### config.mk
export PLATFORM = sky130hd
export DESIGN_NAME = gosf_out_queue
export DESIGN_NICKNAME = d
export VERILOG_FILES = /design/src/rtl/gosf_pkg.sv /design/src/rtl/gosf_out_queue.sv
export SDC_FILE = /design/constraint.sdc
export NUM_CORES = 1
export LEC_CHECK = 0
export BUFFER_PORTS_ARGS = -buffer_cell sky130_fd_sc_hd__buf_2
export CORE_ASPECT_RATIO = 0.8
export CORE_MARGIN = 2
export CORE_UTILIZATION = 48
export CTS_CLUSTER_SIZE = 30
export DETAILED_ROUTE_END_ITERATION = 7
export GPL_ROUTABILITY_DRIVEN = 0
export PLACE_DENSITY = 0.77
export RECOVER_POWER = 50
export SYNTH_ARGS = -nofsm -noshare
export SYNTH_HDL_FRONTEND = slang
export SYNTH_SLANG_ARGS = --single-unit
### constraint.sdc
create_clock -name aclk -period 2.3 [get_ports aclk]
set_clock_uncertainty 0.15 [all_clocks]
set_input_delay 0.115 -clock aclk [delete_from_list [all_inputs] [get_ports aclk]]
set_output_delay 0.115 -clock aclk [all_outputs]
set_load 0.05 [all_outputs]
### src/rtl/gosf_pkg.sv
// Shared types and constants of the glyph outline smoothing filter.
`default_nettype none

package gosf_pkg;

    // Pixel and register widths
    localparam int PIX_W      = 8;
    localparam int FW_W       = 11;
    localparam int FH_W       = 13;
    localparam int CFG_DATA_W = 13;
    localparam int CFG_IDX_W  = 4;

    // Rows are counted up to the largest legal frame height
    localparam int MAX_HEIGHT = 4096;
    localparam int ROW_W      = $clog2(MAX_HEIGHT);

    // Register indexes of the configuration port
    localparam logic [CFG_IDX_W-1:0] REG_FRAME_WIDTH  = 4'd0;
    localparam logic [CFG_IDX_W-1:0] REG_FRAME_HEIGHT = 4'd1;

    // Reset frame size
    localparam int RESET_WIDTH  = 64;
    localparam int RESET_HEIGHT = 32;

    // Results that one pixel releases: none, one, or two on the last row
    typedef struct packed {
        logic [1:0]       count;
        logic [PIX_W-1:0] pix0;
        logic             last0;
        logic [PIX_W-1:0] pix1;
        logic             last1;
    } res_pair_t;

endpackage

`default_nettype wire

### src/rtl/gosf_out_queue.sv
// Two-entry result queue that parts the filter pipeline from the result channel.
`default_nettype none

module gosf_out_queue (
    input  wire logic                          aclk,
    input  wire logic                          aresetn,
    input  wire logic                          push,
    input  wire gosf_pkg::res_pair_t           pair,
    output logic                               room,
    output logic                               m_valid,
    input  wire logic                          m_ready,
    output logic [gosf_pkg::PIX_W-1:0]         m_pixel_out,
    output logic                               m_frame_last
);

    logic [1:0]                   cnt_reg;
    logic [1:0]                   cnt_next;
    logic [gosf_pkg::PIX_W-1:0]   q0_pix_reg, q0_pix_next;
    logic [gosf_pkg::PIX_W-1:0]   q1_pix_reg, q1_pix_next;
    logic                         q0_last_reg, q0_last_next;
    logic                         q1_last_reg, q1_last_next;
    logic                         pop;
    logic [1:0]                   left_cnt;
    logic [gosf_pkg::PIX_W-1:0]   a_pix;
    logic                         a_last;

    assign m_valid      = (cnt_reg != 2'd0);
    assign m_pixel_out  = q0_pix_reg;
    assign m_frame_last = q0_last_reg;
    assign pop          = m_valid && m_ready;

    // Entries left after this cycle's pop, and the new head
    always_comb begin
        left_cnt = cnt_reg - {1'b0, pop};
        a_pix    = pop ? q1_pix_reg : q0_pix_reg;
        a_last   = pop ? q1_last_reg : q0_last_reg;
        room     = ({1'b0, left_cnt} + {1'b0, pair.count}) <= 3'd2;
    end

    // Append the pushed results behind what stays
    always_comb begin
        q0_pix_next  = a_pix;
        q0_last_next = a_last;
        q1_pix_next  = q1_pix_reg;
        q1_last_next = q1_last_reg;
        cnt_next     = left_cnt;
        if (push) begin
            cnt_next = left_cnt + pair.count;
            case (left_cnt)
                2'd0: begin
                    q0_pix_next  = pair.pix0;
                    q0_last_next = pair.last0;
                    q1_pix_next  = pair.pix1;
                    q1_last_next = pair.last1;
                end
                2'd1: begin
                    q1_pix_next  = pair.pix0;
                    q1_last_next = pair.last0;
                end
                default: begin
                    q1_pix_next  = q1_pix_reg;
                    q1_last_next = q1_last_reg;
                end
            endcase
        end
    end

    // Occupancy
    always_ff @(posedge aclk) begin
        if (!aresetn) begin
            cnt_reg <= 2'd0;
        end else begin
            cnt_reg <= cnt_next;
        end
    end

    // Payload
    always_ff @(posedge aclk) begin
        q0_pix_reg  <= q0_pix_next;
        q0_last_reg <= q0_last_next;
        q1_pix_reg  <= q1_pix_next;
        q1_last_reg <= q1_last_next;
    end

    // Never more than two entries
    assert property (@(posedge aclk) disable iff (!aresetn) cnt_reg != 2'd3)
        else $error("result queue overfilled");

    // The pipeline only pushes when the results fit
    assert property (@(posedge aclk) disable iff (!aresetn) push |-> room)
        else $error("push without room");

    // A pair of results only arrives into an empty queue
    assert property (@(posedge aclk) disable iff (!aresetn)
        (push && pair.count == 2'd2) |-> (left_cnt == 2'd0))
        else $error("pair pushed behind pending results");

endmodule

`default_nettype wire

== Word-level counts from Yosys, hierarchy flattened ==
Index checks and enable logic that the tools add are counted.

* Word-level logic and storage cells: 24
* Output and inout port bits: 11
* Register bits after elaboration: 20

* Add/subtract/negate cells: 3
* Magnitude comparators: 1
* Reductions and logical operators: 5
* Mux-type cells: 9
* Eq/ne operators: 1

{| class="wikitable"
|+ Operators with widths
! kind !! number
|-
| 2-to-1 mux 8 bit || 3
|-
| one-hot mux 8 bit (2 select lines) || 1
|-
| nonzero test 2 bit || 2
|-
| adder 2 x 2 -> 3 bit || 1
|-
| <= comparator 3 x 2 -> 1 bit (second input constant) || 1
|-
| 2-to-1 mux 1 bit || 3
|-
| adder 2 bit || 1
|-
| == test 2 x 1 -> 1 bit (second input constant) || 1
|-
| zero test 2 bit || 1
|-
| 2-to-1 mux 2 bit || 1
|-
| one-hot mux 1 bit (2 select lines) || 1
|-
| AND reduction 2 bit || 1
|-
| subtractor 2 x 1 -> 2 bit || 1
|-
| logical AND 1 bit || 1
|}

== Longest topological paths before layout ==
* Depth after elaboration: 6
* Depth in mapped cells: 9

== Least setup slack after synthesis ==
OpenSTA, ideal clock, no wires.

* Path type: register to output
* From: register cnt_reg[1]
* To: output port room
* Data arrival time: 2.451 ns
* Cell stages (with the launch flop): 9
* Path slack: -0.416 ns
* Buffers on the path: 1
* Cell sequence: dfxtp_1 buf_2 nand3b_1 nand2_1 ha_1 inv_1 fa_1 inv_1 a21boi_0

* Longest elaborated chain between the ends: 5

{| class="wikitable"
|+ RTL lines
! what !! line !! text
|-
| start, declared || gosf_out_queue.sv:16 || <nowiki>logic [1:0] cnt_reg;</nowiki>
|-
| start signal, assigned || gosf_out_queue.sv:73 || <nowiki>cnt_reg <= cnt_next;</nowiki>
|-
| nonzero test 2 bit || gosf_out_queue.sv:27 || <nowiki>assign m_valid = (cnt_reg != 2'd0);</nowiki>
|-
| logical AND 1 bit || gosf_out_queue.sv:30 || <nowiki>assign pop = m_valid && m_ready;</nowiki>
|-
| subtractor 2 x 1 -> 2 bit * || gosf_out_queue.sv:34 || <nowiki>left_cnt = cnt_reg - {1'b0, pop};</nowiki>
|-
| adder 2 x 2 -> 3 bit * || gosf_out_queue.sv:37 || <nowiki>room = ({1'b0, left_cnt} + {1'b0, pair.count}) <= 3'd2;</nowiki>
|-
| <= comparator 3 x 2 -> 1 bit * || gosf_out_queue.sv:37 ||
|-
| end, declared || gosf_out_queue.sv:9 || <nowiki>output logic room,</nowiki>
|}

Every way passes the cells marked *; elsewhere a longest branch is shown, timed or not.

== Worst setup path in the final report ==
* From: register cnt_reg[0]
* To: output port room

Same word-level chain as after synthesis.

==> flow_metrics.env <==
export IMPL_hold_ws_ps=237.9
export IMPL_rsz0062_at_grt="true"
export IMPL_holdCritStartpoint="pair[19]"
export IMPL_crit_chain="nand3b_1 -> nand2_1 -> ha_1 -> inv_1 -> fa_1 -> inv_2 -> a21boi_2 -> buf_6"
export IMPL_grt_pass1_vias=883
export IMPL_finalWirelength_mm=2.314
export IMPL_firstDrtPassIters=4
export IMPL_synth_area_mm2=0.001005
export IMPL_core_mm2=0.001927
export IMPL_status="finished clean"
export IMPL_ys_seq_elements=20
export IMPL_cp_start_kind="flop"
export IMPL_grt_first_pass_wirelength_mm=3.684
export IMPL_maxCapViolations=0
export IMPL_synth_yosys_seq_area_share=0.4882
export IMPL_fp_dieH_um=44.92
export IMPL_path_clk_slew_ps=110
export IMPL_drive_gt1_frac=0.4351
export IMPL_vdd_ir_drop_max_uv=493.2
export IMPL_root_buffer="clkbuf_4"
export IMPL_period_needed_ps=2299
export IMPL_syn_avg_cell_area_um2=14.15
export IMPL_worstPathArrival_ps=2030
export IMPL_tightest_slew_ps=606.7
export IMPL_num_vias=788
export IMPL_crit_type="reg -> out"
export IMPL_setup_tns_ps=0
export IMPL_wire_per_inst_um=14.93
export IMPL_start_util=0.5214
export IMPL_area_growth_syn_to_layout_pct=45.33
export IMPL_row_count=14
export IMPL_max_freq_ghz=0.4349
export IMPL_final_period_utilization=0.9996
export IMPL_die_x_um=55.15
export IMPL_hold_viol_final=0
export IMPL_report_final_setup_viol=0
export IMPL_required_ps=2040
export IMPL_ant_nets=0
export IMPL_hold_class="in -> reg"
export IMPL_ys_types=23
export IMPL_via_per_inst=5.084
export IMPL_antenna_found_initial=0
export IMPL_slowest_stage="fa_1"
export IMPL_ios=35
export IMPL_cp_startpoint="cnt_reg[0]$_SDFF_PN0_"
export IMPL_syn_nets=97
export IMPL_num_nets_final=158
export IMPL_relSlewSlack=0.5973
export IMPL_crit_path_end_kind="primary output"
export IMPL_htreeDepth=1
export IMPL_grt_overflow=0
export IMPL_grt_use_total=0.2218
export IMPL_cts_buffer_depth=2
export IMPL_dr_first_iter_drc_count=8
export IMPL_powerDensity_mw_per_mm2=708.0
export IMPL_dp_hpwl_mm=1.529
export IMPL_cts_sinks=20
export IMPL_crit_path_max_incr_delay_ps=500
export IMPL_cp_max_fo=4
export IMPL_antenna_cells=0
export IMPL_grt_start_max_net_pins=12
export IMPL_ys_warn_count=0
export IMPL_die_area_mm2=0.002477
export IMPL_cts_tree="done"
export IMPL_cts_buffers=3
export IMPL_synthCells=71
export IMPL_r2r_start="cnt_reg[0]$_SDFF_PN0_"
export IMPL_drc=0
export IMPL_port_buffers=34
export IMPL_p_leak_uw=0.0006443
export IMPL_slew_violations=0
export IMPL_clock_latency_ps=300
-- cells in the mapped netlist --
library cell,count,share of area
dfxtp_1,11,0.22
edfxtp_1,9,0.27
mux2_1,9,0.10
mux2_2,9,0.10
mux2_4,9,0.13
inv_1,4,0.015
nand2_1,3,0.011
a21boi_0,2,0.015
a21oi_1,1,0.0050
a31oi_1,1,0.0062
buf_2,1,0.0050
buf_6,1,0.011
fa_1,1,0.020
ha_1,1,0.012
nand2b_2,1,0.0087
nand3_1,1,0.0050
nand3b_1,1,0.0075
nand3b_2,1,0.011
o21a_1,1,0.0075
o21ai_0,1,0.0050
o21ai_4,1,0.016
or2_2,1,0.0062
or2b_1,1,0.0075
-- logic make-up (layout without fill, tap and decap cells) --
kind of cell	count (synthesis)	in the layout	share of synthesized area
simple gates	9	9	0.05729
flops	20	20	0.4882
fa+ha+maj	2	2	0.03238
compound gates	7	7	0.05479
buf+inv	6	66	0.03112
mux	27	27	0.3362
-- worst max-delay path, delay by kind of cell (launching register included) --
kind            cells  cell delay (ps)
flops               1              370
buf+inv             3              280
fa+ha+maj           2              640
simple gates        2              310
compound gates      1              150
-- through the flow --
step | total power [uW] | util | instances | area (um2) | worst slack, ps
2_1_floorplan | 722.5 | - | 71 | 1008 | 242.1
3_3_place_gp | 797.1 | 0.6266 | 129 | 1207 | 277.8
3_5_place_dp | 811.4 | 0.6266 | 129 | 1207 | 169.1
4_1_cts | 1044 | 0.7591 | 154 | 1463 | 3.175
5_1_grt | 1084 | 0.7578 | 155 | 1460 | -102.5
6_report | 1034 | 0.7578 | 155 | 1460 | 0.8729
-- placed cells by master (no fill, tap or decap) --
cell	n
buf_2	24
dfxtp_1	9
edfxtp_1	9
a31oi_1	1
clkbuf_4	3
or2_2	1
ha_1	1
a21oi_1	1
mux2_1	9
inv_1	3
fa_1	1
mux2_4	9
dlygate4sd3_1	21
o21a_1	1
mux2_2	9
a21boi_0	1
a21boi_2	1
nand3_1	1
nand2_1	3
buf_6	1
nand2b_2	1
dfxtp_4	2
or2b_1	1
clkbuf_8	1
nand3b_1	1
nand3b_2	1
o21ai_4	1
o21ai_0	1
clkbuf_1	10
buf_4	2
inv_2	1
-- cell type report --
cell class / instances / area [um2]
Multi-Input combinational cell: 45 / 486.7
Inverter: 4 / 15.01
Fill cell: 139 / 466.7
Tap cell: 24 / 30.03
Clock buffer: 4 / 36.28
Timing Repair Buffer: 58 / 394.1
Sequential cell: 20 / 498.0
-- what timing repair did --
action,4_1_cts,5_1_grt
resized for setup,4,3
setup buffers,0,1
hold buffers,21,0
endpoints found under the hold margin,20,0
pin swaps,0,1
setup endpoints to repair,1,1
-- final timing paths --
kind                           endpoint  slack (ps)  cells past startpoint
setup / recovery                   room         0.9                      8
hold / removal    cnt_reg[1]$_SDFF_PN0_         240                      6
setup reg to reg  cnt_reg[0]$_SDFF_PN0_         250                      6
hold reg to reg   cnt_reg[1]$_SDFF_PN0_         430                      2
-- where the power goes --
part	switching, uW	internal, uW	total [uW]
registers	27.3	426	453
clock network	104	96.6	200
logic	230	150	380
total	361	673	1030
-- routing by layer --
layer | wire, um | up-vias | part of all wire | GRT usage
li1 | - | 381 | - | -
met3 | 113 | 6 | 0.049 | 0.07285
met5 | 0 | - | 0 | 0
met1 | 919 | 374 | 0.40 | 0.2175
met4 | 36 | 0 | 0.016 | 0.07805
met2 | 1245 | 27 | 0.54 | 0.4262
No activity file was read; power rests on OpenSTA's default activity.
